===== src/rtl/afr_pkg.sv =====
// Shared types, constants and the hex digit decoder for the addressed frame receiver.
package afr_pkg;

    localparam logic [7:0] START_BYTE = 8'hFF;

    // Register map (paddr holds the register index)
    localparam logic [1:0] REG_OWN_ADDRESS = 2'd0;
    localparam logic [7:0] OWN_ADDRESS_RESET = 8'h01;

    // Commands from the controller to the datapath
    typedef struct packed {
        logic in_ready;
        logic load_src;
        logic load_len;
        logic store_byte;
        logic start_echo;
        logic emit;
    } afr_cmd_t;

    // Status from the datapath to the controller
    typedef struct packed {
        logic start_hit;
        logic addr_match;
        logic len_ok;
        logic len_dec_zero;
        logic exp_zero;
        logic data_done;
        logic echo_last;
        logic out_free;
    } afr_sts_t;

    // ASCII hex digit decode: {valid, value}
    function automatic logic [4:0] afr_hex(input logic [7:0] c);
        logic [4:0] r;
        r = 5'd0;
        if (c >= 8'h30 && c <= 8'h39)
            r = {1'b1, 4'(c - 8'h30)};
        else if (c >= 8'h41 && c <= 8'h46)
            r = {1'b1, 4'(c - 8'h37)};
        else if (c >= 8'h61 && c <= 8'h66)
            r = {1'b1, 4'(c - 8'h57)};
        return r;
    endfunction

endpackage


===== src/rtl/addressed_frame_receiver.sv =====
// Top level of the addressed frame receiver: config register, controller and datapath.
//
// Channel   Direction  Handshake                   Contents
// s_axis    in         tvalid/tready               tdata[7:0] = rx_byte
// m_axis    out        tvalid/tready               tdata = payload_byte, source_address;
//                                                  tlast = last_byte
// apb       in         psel/penable/pwrite/pready  0x0: own_address (reset 0x01)
//
// Header, length, data and closing bytes are taken one per cycle.
// After the closing byte the controller echoes one stored byte per cycle through
// the output register while the output is not stalled; no input is taken while echoing.
// Reset returns the parser to hunting for a start byte; the store is not cleared.
module addressed_frame_receiver
    import afr_pkg::*;
#(
    parameter int MAX_PAYLOAD = 8
)
(
    input  logic        clk,
    input  logic        rst_n,
    // Input bytes
    input  logic        s_axis_tvalid,
    output logic        s_axis_tready,
    input  logic [7:0]  s_axis_tdata,   // [7:0] rx_byte
    // Echoed payload
    output logic        m_axis_tvalid,
    input  logic        m_axis_tready,
    output logic [15:0] m_axis_tdata,   // [7:0] payload_byte, [15:8] source_address
    output logic        m_axis_tlast,
    // Configuration
    input  logic        psel,
    input  logic        penable,
    input  logic        pwrite,
    input  logic [1:0]  paddr,
    input  logic [31:0] pwdata,
    output logic [31:0] prdata,
    output logic        pready
);

    logic [7:0] own_address_reg;
    afr_cmd_t   cmd;
    afr_sts_t   sts;
    logic       cfg_write;
    logic [7:0] out_payload;
    logic [7:0] out_source;

    // Configuration register
    assign pready    = 1'b1;
    assign cfg_write = psel && penable && pwrite && (paddr == REG_OWN_ADDRESS);

    always_ff @(posedge clk or negedge rst_n)
    begin
        if (!rst_n)
            own_address_reg <= OWN_ADDRESS_RESET;
        else if (cfg_write)
            own_address_reg <= pwdata[7:0];
    end

    always_comb
    begin
        unique case (paddr)
            REG_OWN_ADDRESS: prdata = {24'd0, own_address_reg};
            default:         prdata = 32'd0;
        endcase
    end

    // Controller
    afr_ctrl u_ctrl (
        .clk      (clk),
        .rst_n    (rst_n),
        .in_valid (s_axis_tvalid),
        .sts      (sts),
        .cmd      (cmd)
    );

    // Datapath
    afr_dp #(
        .MAX_PAYLOAD (MAX_PAYLOAD)
    ) u_dp (
        .clk         (clk),
        .rst_n       (rst_n),
        .rx_byte     (s_axis_tdata),
        .own_address (own_address_reg),
        .cmd         (cmd),
        .sts         (sts),
        .out_ready   (m_axis_tready),
        .out_valid   (m_axis_tvalid),
        .out_payload (out_payload),
        .out_source  (out_source),
        .out_last    (m_axis_tlast)
    );

    assign s_axis_tready = cmd.in_ready;
    assign m_axis_tdata  = {out_source, out_payload};

    // A byte is only stored on an accepted request
    a_store_on_accept: assert property (@(posedge clk) disable iff (!rst_n)
        cmd.store_byte |-> (s_axis_tvalid && s_axis_tready))
        else $error("payload byte stored without an accepted request");

    // Echo never overwrites a result that has not been taken
    a_emit_free: assert property (@(posedge clk) disable iff (!rst_n)
        cmd.emit |-> (!m_axis_tvalid || m_axis_tready))
        else $error("echo overwrote a pending result");

    // Input is held off while echoing
    a_no_input_in_echo: assert property (@(posedge clk) disable iff (!rst_n)
        cmd.emit |-> !s_axis_tready)
        else $error("input accepted during echo");

    // The last echoed byte carries tlast and reopens the input
    a_last_reopens: assert property (@(posedge clk) disable iff (!rst_n)
        (cmd.emit && sts.echo_last) |=> (s_axis_tready && m_axis_tvalid && m_axis_tlast))
        else $error("frame end not marked or input not reopened");

endmodule


===== src/rtl/afr_ctrl.sv =====
// Frame parsing and echo controller for the addressed frame receiver.
module afr_ctrl
    import afr_pkg::*;
(
    input  logic     clk,
    input  logic     rst_n,
    input  logic     in_valid,
    input  afr_sts_t sts,
    output afr_cmd_t cmd
);

    localparam logic [2:0] ST_HUNT  = 3'd0;
    localparam logic [2:0] ST_DEST  = 3'd1;
    localparam logic [2:0] ST_SRC   = 3'd2;
    localparam logic [2:0] ST_LEN   = 3'd3;
    localparam logic [2:0] ST_DATA  = 3'd4;
    localparam logic [2:0] ST_CLOSE = 3'd5;
    localparam logic [2:0] ST_ECHO  = 3'd6;

    logic [2:0] state_reg;
    logic [2:0] state_next;
    logic       accept;

    assign accept = in_valid && (state_reg != ST_ECHO);

    // Next state and commands
    always_comb
    begin
        state_next = state_reg;
        cmd        = '0;
        cmd.in_ready = (state_reg != ST_ECHO);
        unique case (state_reg)
            ST_HUNT:
            begin
                if (accept && sts.start_hit)
                    state_next = ST_DEST;
            end
            ST_DEST:
            begin
                if (accept)
                    state_next = sts.addr_match ? ST_SRC : ST_HUNT;
            end
            ST_SRC:
            begin
                if (accept)
                begin
                    cmd.load_src = 1'b1;
                    state_next   = ST_LEN;
                end
            end
            ST_LEN:
            begin
                if (accept)
                begin
                    if (!sts.len_ok)
                        state_next = ST_HUNT;
                    else
                    begin
                        cmd.load_len = 1'b1;
                        state_next   = sts.len_dec_zero ? ST_CLOSE : ST_DATA;
                    end
                end
            end
            ST_DATA:
            begin
                if (accept)
                begin
                    cmd.store_byte = 1'b1;
                    if (sts.data_done)
                        state_next = ST_CLOSE;
                end
            end
            ST_CLOSE:
            begin
                // Closing byte value is not checked
                if (accept)
                begin
                    if (sts.exp_zero)
                        state_next = ST_HUNT;
                    else
                    begin
                        cmd.start_echo = 1'b1;
                        state_next     = ST_ECHO;
                    end
                end
            end
            ST_ECHO:
            begin
                if (sts.out_free)
                begin
                    cmd.emit = 1'b1;
                    if (sts.echo_last)
                        state_next = ST_HUNT;
                end
            end
            default:
            begin
                if (accept)
                    state_next = ST_HUNT;
            end
        endcase
    end

    // State register
    always_ff @(posedge clk or negedge rst_n)
    begin
        if (!rst_n)
            state_reg <= ST_HUNT;
        else
            state_reg <= state_next;
    end

endmodule


===== src/rtl/afr_dp.sv =====
// Datapath of the addressed frame receiver: field checks, payload store, output register.
module afr_dp
    import afr_pkg::*;
#(
    parameter int MAX_PAYLOAD = 8
)
(
    input  logic        clk,
    input  logic        rst_n,
    input  logic [7:0]  rx_byte,
    input  logic [7:0]  own_address,
    input  afr_cmd_t    cmd,
    output afr_sts_t    sts,
    input  logic        out_ready,
    output logic        out_valid,
    output logic [7:0]  out_payload,
    output logic [7:0]  out_source,
    output logic        out_last
);

    localparam int CW = $clog2(MAX_PAYLOAD + 1);
    localparam int IW = (MAX_PAYLOAD > 1) ? $clog2(MAX_PAYLOAD) : 1;

    logic [4:0]    hex;
    logic [CW-1:0] dec_len;
    logic [7:0]    src_reg;
    logic [CW-1:0] exp_reg;
    logic [CW-1:0] cnt_reg;
    logic [CW-1:0] idx_reg;
    logic [7:0]    store_reg [MAX_PAYLOAD];
    logic          out_valid_reg;
    logic [7:0]    out_payload_reg;
    logic [7:0]    out_source_reg;
    logic          out_last_reg;

    // Field checks
    assign hex     = afr_hex(rx_byte);
    assign dec_len = CW'(hex[3:0]);

    always_comb
    begin
        sts              = '0;
        sts.start_hit    = (rx_byte == START_BYTE);
        sts.addr_match   = (rx_byte == own_address);
        sts.len_ok       = hex[4] && ({1'b0, hex[3:0]} <= 5'(MAX_PAYLOAD));
        sts.len_dec_zero = (hex[3:0] == 4'd0);
        sts.exp_zero     = (exp_reg == '0);
        sts.data_done    = (({1'b0, cnt_reg} + (CW+1)'(1)) >= {1'b0, exp_reg});
        sts.echo_last    = (({1'b0, idx_reg} + (CW+1)'(1)) == {1'b0, exp_reg});
        sts.out_free     = !out_valid_reg || out_ready;
    end

    // Frame counters
    always_ff @(posedge clk or negedge rst_n)
    begin
        if (!rst_n)
        begin
            exp_reg <= '0;
            cnt_reg <= '0;
            idx_reg <= '0;
            src_reg <= '0;
        end
        else
        begin
            if (cmd.load_src)
                src_reg <= rx_byte;
            if (cmd.load_len)
            begin
                exp_reg <= dec_len;
                cnt_reg <= '0;
            end
            else if (cmd.store_byte)
                cnt_reg <= cnt_reg + CW'(1);
            if (cmd.start_echo)
                idx_reg <= '0;
            else if (cmd.emit)
                idx_reg <= idx_reg + CW'(1);
        end
    end

    // Payload store, one entry written per data byte
    always_ff @(posedge clk)
    begin
        if (cmd.store_byte)
            store_reg[cnt_reg[IW-1:0]] <= rx_byte;
    end

    // Output register
    always_ff @(posedge clk or negedge rst_n)
    begin
        if (!rst_n)
            out_valid_reg <= 1'b0;
        else if (cmd.emit)
            out_valid_reg <= 1'b1;
        else if (out_ready)
            out_valid_reg <= 1'b0;
    end

    always_ff @(posedge clk)
    begin
        if (cmd.emit)
        begin
            out_payload_reg <= store_reg[idx_reg[IW-1:0]];
            out_source_reg  <= src_reg;
            out_last_reg    <= sts.echo_last;
        end
    end

    assign out_valid   = out_valid_reg;
    assign out_payload = out_payload_reg;
    assign out_source  = out_source_reg;
    assign out_last    = out_last_reg;

endmodule


===== config.mk =====
export PLATFORM = sky130hd
export DESIGN_NAME = addressed_frame_receiver
export DESIGN_NICKNAME = d
export VERILOG_FILES = /design/src/rtl/afr_pkg.sv /design/src/rtl/addressed_frame_receiver.sv /design/src/rtl/afr_ctrl.sv /design/src/rtl/afr_dp.sv
export SDC_FILE = /design/constraint.sdc
export NUM_CORES = 1
export LEC_CHECK = 0
export BUFFER_PORTS_ARGS = -buffer_cell sky130_fd_sc_hd__buf_2
export CAP_MARGIN = 20
export CORE_MARGIN = 1
export CORE_UTILIZATION = 33
export DETAILED_ROUTE_END_ITERATION = 10
export GPL_TIMING_DRIVEN = 0
export HOLD_SLACK_MARGIN = 0.08
export RECOVER_POWER = 100
export SYNTH_ARGS = -nofsm -noshare
export SYNTH_HDL_FRONTEND = slang
export SYNTH_HIERARCHICAL = 1
export SYNTH_SLANG_ARGS = --single-unit

===== constraint.sdc =====
create_clock -name clk -period 2 [get_ports clk]
set_input_delay 0 -clock clk [delete_from_list [all_inputs] [get_ports clk]]
set_output_delay 0 -clock clk [all_outputs]
set_load 0.05 [all_outputs]

==> impl_summary.md, run 1 <==
Status
The flow ran to the end, and the final reports show no timing, DRC or antenna violations.

Route
The routed layout has 3,253 vias. The per-cell via count in the routed design is ~4.6. The number of violations reported at the end of detailed-routing iteration 0 is 177. The final layout contains routed wiring with a total length of 11.7 mm. The detailed-route wire length per cell is between 15 and 20 microns. The number of DRC violations after detailed routing is 0. The first detailed-routing pass ran for 6 iterations. The number of nets with antenna violations after routing is 0.

Die
The die boundary height is 128 microns. The die is approximately 130 microns wide. The total number of placement rows is 45. The area of the core region is between 0.015 and 0.02 sq mm. During I/O placement, the number of pins put on the boundary was 101. The area enclosed by the die boundary is ~0.016 sq mm. The initial cell density of the core is 34.2%.

Synth
Summing the sequential cell areas from Yosys gives 61.4% of the chip area. In the synthesized netlist, the cells that appear most often are sky130_fd_sc_hd__edfxtp_1, sky130_fd_sc_hd__dfrtp_1, sky130_fd_sc_hd__mux2_2. The netlist uses between 50 and 60 different library cells. The cell area after technology mapping is 0.00526 sq mm. The average instance in the mapped netlist occupies ~15 sq um. The library cell with the highest instance count after synthesis is sky130_fd_sc_hd__edfxtp_1.

The count of state elements after synthesis is 113. The total number of yosys warnings is 6. The synthesized design contains 81 enable-type register cells. After synthesis, the cell types taking the most area are sky130_fd_sc_hd__edfxtp_1, sky130_fd_sc_hd__dfrtp_1, sky130_fd_sc_hd__mux4_2.

The dominant synthesized flop cell is sky130_fd_sc_hd__edfxtp_1. Of all cell types, the one taking the most synthesized area is sky130_fd_sc_hd__edfxtp_1. The gate count of the mapped netlist is 350. Of the post-synthesis cell area, the dominant cell type holds 46.2%. For this run, asynchronously set or reset flops after synthesis account for 28.3%.

Clocking
The CTS tree is built. The number of buffers added by the clock tree synthesis step is 17. The tree is rooted in a sky130_fd_sc_hd__clkbuf_16. Clock tree synthesis found a total of roughly 110 sinks.

The H-tree generated during clock tree synthesis spans 4 levels. The later-pin clock latency in the skew report is 410 ps. The clock passes through at most 2 buffers. The clock-pin slew on the worst setup and hold paths is 50 ps.

Timing
Setup repair after global routing could not meet its margin everywhere. The final setup violation count is 0. Across all hold checks on the routed design, the worst slack comes to 99.2 ps.

Static timing analysis puts the maximum clock frequency at 0.519 GHz. The minimum period implied by the final worst setup slack is 1930 ps. Adding up every negative setup slack in the final design gives 0 ps. In this run the tightest slew margin relative to its limit is 49.1%. The number of pins exceeding their max-slew limit in the final report is 0. The final cycle utilization of the critical path is between 90% and 100%. At the pin with the least slew margin, the transition time is 763 ps. The number of hold violations in the final report came to 0. The setup clock skew after layout is 8.71 ps.

Setup path
The data arrival time of the critical path is roughly 2200 ps. The count of cells along the worst register-to-register path is 9. The most critical setup path has its startpoint at u_dp/cnt_reg[1].

The category of the worst setup path capture point is a register. The type of the worst setup path is reg -> reg. Along the worst path, the maximum fanout reaches 2. The setup check on the worst reg-to-reg path leaves a slack of just over 70 ps. The worst flop-to-flop path startpoint is u_dp/cnt_reg[1]. The element type at the critical path start is a register. For the worst setup path, the data required time is 2290 ps.

In this run the worst setup path terminates at u_ctrl/state_reg[2]. The endpoint identified for the worst register-to-register timing path is u_ctrl/state_reg[2].

Layout
The post-route standard cell area excluding fillers is 0.00699 sq mm. The number of nets in the layout is around 550. The number of antenna diodes in the final layout is 0.

The area growth from synthesis to final layout is 32.9%. In the final layout, the share of cells above drive strength 1 is 37.8%. The register with the most flip-flops in the layout has 64 of them. Cells fill 45.5% of the core in the end. The number of fill cells in the layout is between 1,000 and 1,500.

Placed design
The final RePlAce weighted congestion is between 0.7 and 0.8. The number of buffer cells added on primary ports is 50. The standard cell area after detailed placement is 0.00589 sq mm. The HPWL after detailed placement is 6.97 mm.

Job
Max-cap violations in this run came to 0.

GRT
Global routing consumed, on the met2 layer, ~27% of the routing resources. Entering global routing, the biggest net connects 33 pins. The total overflow left after global routing is 0.

The via count of the first global-routing pass came to between 3,000 and 4,000. In the global route stage, met1 resource usage came out at 17.6%. The met3 global-route usage is under 10%. The first-pass GRT wire length is 18.1 mm. The total global routing track utilization is 15.2%. met2 is the most crowded layer. The number of antenna violations at the first check in global routing was 0.

Worst hold path
The path category of the worst min-delay check is in -> reg.

Pwr
The design draws 7.01 mW. The power density normalized to cell area is 1000 mW/mm^2. The total leakage power is 2.66 nW. The worst voltage drop across the vdd grid is between 0.6 and 0.7 mV.
[worst min path at each step]
stage                     from                  to  slack, ps  cells past startpoint
2_1_floorplan            rst_n  own_address_reg[1]       -300                      0
3_5_place_dp             rst_n  own_address_reg[4]        110                      1
3_3_place_gp             rst_n  own_address_reg[7]        110                      1
5_1_grt        s_axis_tdata[1]     u_dp/exp_reg[1]        110                      3
6_report       s_axis_tdata[1]     u_dp/exp_reg[1]        100                      3
4_1_cts        s_axis_tdata[1]     u_dp/exp_reg[1]         90                      3
[cells in the final DEF (no fill, tap or decap), drive strengths merged, types with 2 or more instances in the layout]
master / count
a21o: 3
a21oi: 7
o21ai: 4
nor4: 3
nand2: 12
or2: 2
nand3b: 2
nand2b: 11
conb: 25
and2: 8
xor2: 6
mux2: 28
clkbuf: 53
a31oi: 4
mux4: 16
nand3: 5
clkinvlp: 3
dlygate4sd3: 30
clkinv: 8
buf: 72
dfrtp: 31
nor3: 4
xnor2: 14
ha: 9
and3: 2
mux2i: 4
a211oi: 2
edfxtp: 81
nor2: 23
o41ai: 2
nand4: 5
inv: 11
[critical path, cell delays in order, from the launching register on]
cell and delay [ps]:
sky130_fd_sc_hd__dfrtp_2 430, sky130_fd_sc_hd__ha_4 260, sky130_fd_sc_hd__ha_4 250, sky130_fd_sc_hd__a21o_1 120, sky130_fd_sc_hd__a21oi_2 50, sky130_fd_sc_hd__o21ai_2 130
sky130_fd_sc_hd__inv_1 60, sky130_fd_sc_hd__o21ai_2 140, sky130_fd_sc_hd__a31oi_2 70, sky130_fd_sc_hd__o32a_1 310
[kinds of logic after synthesis]
group / share of synthesized area, %
and+or+nand+nor: 8.89
adders and majority gates: 2.14
DFF: 61.4
muxes: 13.6
xor gates and xnor gates: 3.33
buffers and inverters: 5.97
AOI/OAI and AO/OA: 4.49
other: 0.143
[power breakdown]
| part | switching [mW] | internal, mW |
|---|---|---|
| Sequential | 0.122 | 2.73 |
| Clock | 1.00 | 1.67 |
| Combinational | 0.752 | 0.730 |
| Total | 1.88 | 5.14 |
[per-stage QoR]
step                worst slack, ps  cells
floorplan                     -25.4    373
global placement               -568    634
detailed placement             -588    634
CTS                            8.98    709
global route                  -31.1    713
finish                         71.8    713
[layer usage]
layer  up-vias  routed length (microns)
li1       1532                        -
met1      1626                     4890
met2        84                     6070
met3        11                      611
met4         0                      129
met5         -                        0
[cell type report]
class                      count  area [sq um]  area share, %
buffer                        38           287           4.10
multi-input combinational    211          1970           28.2
clock buffer                  19           433           6.19
timing repair buffer          98           669           9.57
sequential                   113          3240           46.3
inverter                      10          37.5          0.537
clock inverter                13          95.1           1.36
tap                          211           264           3.78
[timing repair]
item	CTS	global route
gates resized for setup	27	15
setup endpoints to repair	73	56
pin swaps	6	11
hold buffers	30	0
endpoints found under the hold margin	111	0
gates cloned	0	0
buffers inserted	14	4
No activity file was read; power rests on OpenSTA's default activity.
==> run 2: changes to the inputs <==
SYNTH_HIERARCHICAL = unset   (was 1)
==> run 2 against run 1 <==
Synthesized area decreased by 2.1%. Hold slack improved by 60 ps. Critical path depth decreased by 2. Synthesized cell count decreased by 2.3%. Cell count decreased by 5.3%. Utilization decreased by 0.98 points. Flip-flop and latch count unchanged. Combinational power decreased by 60%. Global-route usage decreased by 0.50 points. Sequential power decreased by 7.4%. Largest power group is now clock. Highest routed layer unchanged.
==> impl_summary.md, run 2 <==
Timing
The worst path uses 98.2% of the clock period. The final setup violation count is 0. The number of hold violations in the final report is 0.

Setup repair after global routing could not meet its margin everywhere. The setup TNS is 0 ps. The minimum period implied by the final worst setup slack is ~2000 ps. The measured slew at the worst slew-check pin is 861 ps. The setup clock skew after layout is between 5 and 6 ps. The top achievable clock speed is 0.509 GHz.

The number of pins exceeding their max-slew limit in the final report is 0. In this run the tightest slew margin relative to its limit is between 40% and 50%.

Synth
The post-synthesis share of cell area spent on xor and xnor gates is ~3.4%. sky130_fd_sc_hd__edfxtp_1 takes more of the synthesized area than any other cell. The sequential fraction of the synthesis area is ~63%. Yosys attributes the largest share of cell area to sky130_fd_sc_hd__edfxtp_1, sky130_fd_sc_hd__dfrtp_1, sky130_fd_sc_hd__mux4_2. The gate count of the mapped netlist is 342.

The count of state elements after synthesis is about 110. After synthesis, the largest family of logic cells by area is multiplexers. The number of enable-type register cells in the synthesized netlist is 81.

After synthesis, the share of flip-flops with an asynchronous set or reset is 28.3%. Summing the areas of all compound-gate instances in the mapped netlist gives 4.52% of the synthesized area. The share of cell area taken by muxes after synthesis is 13.3%. Among all cell types in the netlist, the one instantiated most often is sky130_fd_sc_hd__edfxtp_1. The total number of yosys warnings is 0. Counting instances in the post-synthesis netlist gives the leading cell types as sky130_fd_sc_hd__edfxtp_1, sky130_fd_sc_hd__dfrtp_1, sky130_fd_sc_hd__buf_4, sky130_fd_sc_hd__mux2_2, sky130_fd_sc_hd__nor2_1. The average instance in the mapped netlist occupies 15.1 sq um. The area share of fa/ha/maj cells after synthesis is between 2 and 2.5%.

The area share of the leading cell type in the synthesized netlist is 47.2%. The number of unique standard cell types used by synthesis is 50. In this run the cell area of the synthesized design comes to 0.00515 sq mm. The dominant synthesized flop cell is sky130_fd_sc_hd__edfxtp_1.

The area fraction in and, or, nand and nor cells after synthesis is approximately 8.3%.

Setup path
The worst flop-to-flop path startpoint is u_dp.idx_reg[0]. The largest individual stage delay along the critical path comes from the cell sky130_fd_sc_hd__dfrtp_1. The count of cells along the worst register-to-register path is 7. For the worst setup path, the data required time is approximately 2300 ps.

Traced cell by cell, the critical path runs through ha_4, xnor2_2, nand3_2, o41ai_4, nand3_2, a21o_1, o21ai_1. Together, buffers and inverters on the worst path number 0. Along the worst path, the maximum fanout reaches 4. Data arrives at the worst endpoint at between 2000 and 2500 ps. The cell seen most often among critical-path stages is sky130_fd_sc_hd__nand3_2. The biggest cell delay along the critical path is 430 ps. The type of the worst setup path is reg -> reg. The worst-case register-to-register setup slack is ~37 ps. The most critical setup path has its endpoint at u_ctrl.state_reg[0].

The most critical setup path has its startpoint at u_dp.idx_reg[0]. The element type at the critical path start is a register. The kind of cell with the highest combined delay on the critical path is compound AO/OA/AOI/OAI gates. The reg-to-reg endpoint is u_ctrl.state_reg[0].

The category of the worst setup path capture point is a register. The critical path depth in cells is 7.

Layout
The final layout contains 532 nets. The commonest non-fill, non-tap cell in the layout is sky130_fd_sc_hd__edfxtp_1. The area growth from synthesis to layout is 31.4%. After routing the design area is 0.00677 sq mm. The layout has about 1,400 filler cells.

The number of flip-flops in the largest register is 64. Once layout is complete, the cells apart from fillers number 675. The diode insertion count for antenna repair is 0. Of the cells placed in the final design, the portion with a size suffix greater than 1 is 36.6%. In the layout the commonest cells are sky130_fd_sc_hd__edfxtp_1, sky130_fd_sc_hd__buf_4, sky130_fd_sc_hd__clkbuf_1.

Placed design
Once detailed placement completed, the half-perimeter wirelength came to between 6 and 7 mm. The number of buffer cells added on primary ports is 51. The standard cell area after detailed placement is between 0.005 and 0.006 sq mm. The number of placed instances, taps included, is 604.

The final RePlAce weighted congestion is 0.765.

Die
The die boundary height is roughly 130 microns. The number of top-level pins is 101. Row generation in the floorplan step produced 45 rows. The area of the core region is between 0.015 and 0.02 sq mm. Once the floorplan was initialized, standard cells occupied 33.9% of the core.

From left edge to right edge, the die measures 127 microns. The area enclosed by the die boundary is 0.0161 sq mm.

GRT
The first-pass GRT wire length is between 15 and 20 mm. The largest net degree at the start of global routing is 33. The via count of the first global-routing pass is 3,175. The number of antenna violations at the first check in global routing is 1. The total global routing overflow is 0. Global routing consumed, over all layers together, ~15% of the routing resources.

Job
The count of maximum capacitance violations is 0.

Route
Using the TritonRoute via totals, the vias-per-cell ratio works out to 4.71. Across all layers, the routed design uses around 3,200 vias. For this run, the detailed router's first-pass iteration total came to 4. The number of DRC violations after detailed routing is 0. The total wire length is 11.3 mm. The first routing iteration left approximately 170 violations.

The number of nets with antenna violations after routing is 0. The detailed-route wire length per cell is 16.7 microns.

Status
The flow ran to the end, and the final reports show no timing, DRC or antenna violations.

Clocking
In this run the deepest clock path goes through 2 buffers. TritonCTS built the clock tree. Clock latency on the worst-skew pair, taken at its later pin, is just over 400 ps. The maximum level of the CTS H-tree is 4.

The root buffer cell is sky130_fd_sc_hd__clkbuf_16. The tree built by TritonCTS fans out to ~110 sinks. The number of buffers added by the clock tree synthesis step is 17.

Clock-pin slew was measured on the worst setup and hold paths at 50 ps.

Pwr
The design draws slightly below 6 mW. The worst voltage drop across the vdd grid is 0.621 mV. The power density normalized to cell area is slightly below 900 mW/mm^2. The total leakage power is 2.58 nW.

Worst hold path
The worst hold path was traced through 3 stages. The path category of the worst min-delay check is in -> reg.
==> run 2: cell types whose count changed in the layout (fill, tap and decap cells not counted), sizes merged, moves of 5 or more <==
cell and delta:
clkbuf +6, dlygate4sd3 -7, o21ai +6, buf -8, nand2b -5
==> run 2: where the power goes <==
group	internal (mW)	switching, mW
combinational	0.232	0.353
sequential	2.59	0.0526
clock	1.68	1.01
total	4.50	1.41
==> run 2: what timing repair did <==
action / CTS / global route
pin swaps: 10 / 13
endpoints found under the setup margin: 76 / 45
hold endpoints to repair: 111 / 0
resized for setup: 28 / 26
buffers inserted: 12 / 5
gates cloned: 0 / 0
hold buffers: 23 / 0
==> run 2: how the worst min path moves through the flow <==
| stage | end | startpoint |
|---|---|---|
| after floorplan | own_address_reg[1] | rst_n |
| after global placement | own_address_reg[6] | rst_n |
| after detailed placement | u_dp.out_valid | rst_n |
| after CTS | u_dp.exp_reg[1] | s_axis_tdata[1] |
| after global routing | u_dp.exp_reg[1] | s_axis_tdata[1] |
| final | u_dp.exp_reg[1] | s_axis_tdata[1] |
==> run 2: logic make-up (layout without fill, tap and decap cells) <==
family / after synthesis / in the layout
flops: 113 / 113
simple gates: 78 / 78
mux: 44 / 44
buf+inv: 44 / 166
compound gates: 32 / 32
xor+xnor: 20 / 20
fa+ha+maj: 9 / 9
other cells: 2 / 25
==> run 2: area by class of cell <==
type                            instances  area [sq um]  share of cell area [%]
Sequential cell                       113          3240                    47.8
Multi-Input combinational cell        208          1860                    27.5
Timing Repair Buffer                   91           593                    8.76
Clock buffer                           20           437                    6.45
Buffer                                 35           274                    4.05
Tap cell                              188           235                    3.48
Clock inverter                         12          93.8                    1.39
Inverter                                8          33.8                   0.499
==> run 2: metal layers <==
layer	global-route usage [%]	vias up	wire length (microns)
li1	-	1491	-
met1	18.8	1576	5140
met2	23.7	100	5420
met3	4.43	13	541
met4	5.46	0	172
met5	0	-	0
==> run 2: per-stage QoR <==
step / util [%] / setup slack, ps / hold WS [ps]
finish: 44.5 / 37.0 / 159
detailed placement: 37.8 / -577 / 122
global route: 44.5 / -35.6 / 164
CTS: 44.2 / 19.6 / 112
floorplan: - / -110 / -296
global placement: 37.8 / -458 / 107
==> run 2: worst reg2reg max path: cells and delay by family, from the launching register on <==
family | cells | cell delay [ps]
compound gates | 3 | 760
flops | 1 | 430
fa+ha+maj | 1 | 310
simple gates | 2 | 270
xor+xnor | 1 | 110
==> run 3: changes to the inputs <==
==> constraint.sdc (replaced) <==
create_clock -name clk -period 2 [get_ports clk]
set_input_delay 0.3 -clock clk [delete_from_list [all_inputs] [get_ports clk]]
set_output_delay 0.3 -clock clk [all_outputs]
set_load 0.05 [all_outputs]
==> run 3 against run 2 <==
Register-to-register slack is essentially flat. Worst setup slack lost 5.4 ps. Via count shrank 2.6%. Sequential share of layout area grew 1.6 points. Critical path type unchanged. Largest cell class unchanged.
==> impl_summary.md, run 3 (same netlist as run 2, synthesis figures left out) <==
Worst hold path
The min-delay analysis places its worst path in the category in -> reg.

Clocking
The number of buffers added by the clock tree synthesis step is 17. In this run the deepest clock path goes through 2 buffers. For the worst-skew pair, the clock arrives at the later sink with an insertion delay of 410 ps. The H-tree generated during clock tree synthesis spans 4 levels. The clock-pin slew on the worst setup and hold paths is 50 ps.

TritonCTS built the clock tree. The count of clock tree sinks is approximately 110. CTS placed an instance of sky130_fd_sc_hd__clkbuf_16 at the clock tree root.

GRT
The number of antenna violations at the first check in global routing is 0. The via count of the first global-routing pass came to 3,112. The total global routing track utilization is between 10 and 15%. In the global route stage, met3 resource usage came out at 3.96%. The global routing stage identified its most utilized layer as met2. The first global-routing pass estimated 17.1 mm of wire. Global routing consumed, on the met1 layer, 17.7% of the routing resources.

Summed over all layers, the global routing overflow is 0. Entering global routing, the biggest net connects 33 pins. The met2 demand-to-capacity share in global routing is between 20% and 30%.

Route
In the routed layout, each cell is associated on average with a via count of 4.71. The first detailed-routing pass took 4 iterations. Dividing the detail-routed wire length by the instance count gives ~17 microns. For this run, design rule violations remaining after detail routing come to 0. The number of nets with antenna violations after routing is 0. For this block, the initial DRC count from the detailed router was 196. The total wire length is 11.0 mm. The via count of the routed design is 3,097.

Timing
Setup repair after global routing could not meet its margin everywhere. The number of hold violations in the final report is 0. For the pin with the worst max-slew slack, the measured transition is 849 ps. The top achievable clock speed is 0.508 GHz. The number of pins exceeding their max-slew limit in the final report was 0.

The worst hold slack across all endpoints is 126 ps. Headroom to the max-slew limit came out at 43.4%. The clock arrives with just under 5 ps of skew. For the finished layout, the period the worst path requires is 1970 ps. The final critical path takes up 98.4% of the cycle. The final setup violation count is 0.

Pwr
IR analysis of the VDD net gives a maximum drop of between 0.6 and 0.7 mV. The power density normalized to cell area is between 800 and 900 mW/mm^2. The design draws 5.88 mW. Summed over all cells, the static leakage comes to 2.52 nW.

Layout
0 antenna diodes ended up in the layout. The number of fill cells in the layout is 1,395. The area growth from synthesis to final layout is 27.2%. In the final layout, flip-flops and latches occupy 0.00324 sq mm. The commonest non-fill, non-tap cell in the layout is sky130_fd_sc_hd__edfxtp_1. The count of placed standard cells in the final layout, fillers left out is between 600 and 700. The area of the multi-input gates is roughly 0.0019 sq mm. The number of nets in the layout is 514.

In the layout the commonest cells are sky130_fd_sc_hd__edfxtp_1, sky130_fd_sc_hd__buf_4, sky130_fd_sc_hd__clkbuf_1. Of the cells placed in the final design, the portion with a size suffix greater than 1 is about two fifths. After routing the design area is 0.00655 sq mm. The register with the most flip-flops in the layout has 64 of them.

Setup path
The endpoint identified for the worst register-to-register timing path is u_dp.store_reg[0][4]. STA puts the critical path data arrival time at 2050 ps. The count of cells along the worst register-to-register path is 6.

The worst-case register-to-register setup slack is 30 ps. The worst flop-to-flop path startpoint is u_ctrl.state_reg[2]. The element type at the critical path start is a register. Tracing the worst setup path back leads to its startpoint at u_ctrl.state_reg[2]. The critical path in this run is classified as reg -> reg. The critical path endpoint is u_dp.store_reg[0][4]. The data required time at the worst endpoint is 2090 ps. The largest fanout on the critical path is 10. The worst setup path is captured at a register.

Die
The die boundary height is 127 microns. The floorplan step defined a core boundary enclosing between 0.015 and 0.02 sq mm. Once the floorplan was initialized, standard cells occupied 33.9% of the core. The total number of placement rows is 45. The die covers 0.0161 sq mm. The die is approximately 130 microns wide. The number of top-level pins is 101.

Placed design
During placement, the flow inserted port buffers numbering 51. After detailed placement, the design holds a cell count of 604. The final RePlAce weighted congestion is 0.765. The standard cell area after detailed placement is 0.00575 sq mm.

The HPWL after detailed placement is 6.89 mm.

Job
Max-cap violations in this run came to 0.

Status
The run finished with clean final reports.
## run 3: layout make-up
cell class / instances / share of cell area (%)
flip-flops and latches: 113 / 49.4
multi-input cells: 208 / 28.3
clock buffers: 20 / 6.66
repair buffers: 73 / 5.92
plain buffers: 35 / 4.18
well taps: 188 / 3.59
clock inverters: 12 / 1.43
inverters: 8 / 0.515
## run 3: what timing repair did
item | in CTS | in global routing
resized for setup | 31 | 21
hold buffers | 1 | 0
setup endpoints to repair | 79 | 64
pin swaps | 9 | 13
buffers inserted | 15 | 6
endpoints found under the hold margin | 31 | 0
## run 3: stage by stage
stage | setup TNS [ps] | worst slack [ps] | utilization (%)
after floorplan | -271 | -110 | -
after global placement | -30350 | -458 | 37.8
after detailed placement | -35260 | -577 | 37.8
after CTS | 0 | 20.4 | 43.0
after global routing | -428 | -67.2 | 43.1
final | 0 | 31.6 | 43.1
## run 3: power by group
group          switching (mW)  internal (mW)  total, mW
clock network            1.01           1.68       2.69
logic                   0.342          0.208      0.550
registers              0.0526           2.59       2.64
total                    1.40           4.48       5.88
## run 3: worst min-delay path by stage
stage	startpoint	endpoint	slack, ps	depth (start not counted)
finish	pwdata[4]	own_address_reg[4]	130	2
global route	pwdata[1]	own_address_reg[1]	120	2
CTS	pwdata[4]	own_address_reg[4]	110	2
detailed placement	rst_n	u_dp.out_valid	420	1
global placement	rst_n	own_address_reg[6]	410	1
floorplan	rst_n	own_address_reg[1]	4	0
## run 3: worst max-delay path: stages, from the launching register on
cell and delay, ps:
sky130_fd_sc_hd__dfrtp_1 310, sky130_fd_sc_hd__buf_2 190, sky130_fd_sc_hd__nor3b_2 310, sky130_fd_sc_hd__and2_4 240, sky130_fd_sc_hd__nand2_2 130, sky130_fd_sc_hd__nor3_2 180
sky130_fd_sc_hd__buf_2 290
## run 3: layer usage
layer | share of wire [%] | routed length, microns | vias up
li1 | - | - | 1451
met1 | 44 | 4810 | 1535
met2 | 49 | 5400 | 95
met3 | 5.2 | 575 | 16
met4 | 1.7 | 185 | 0
met5 | 0 | 0 | -
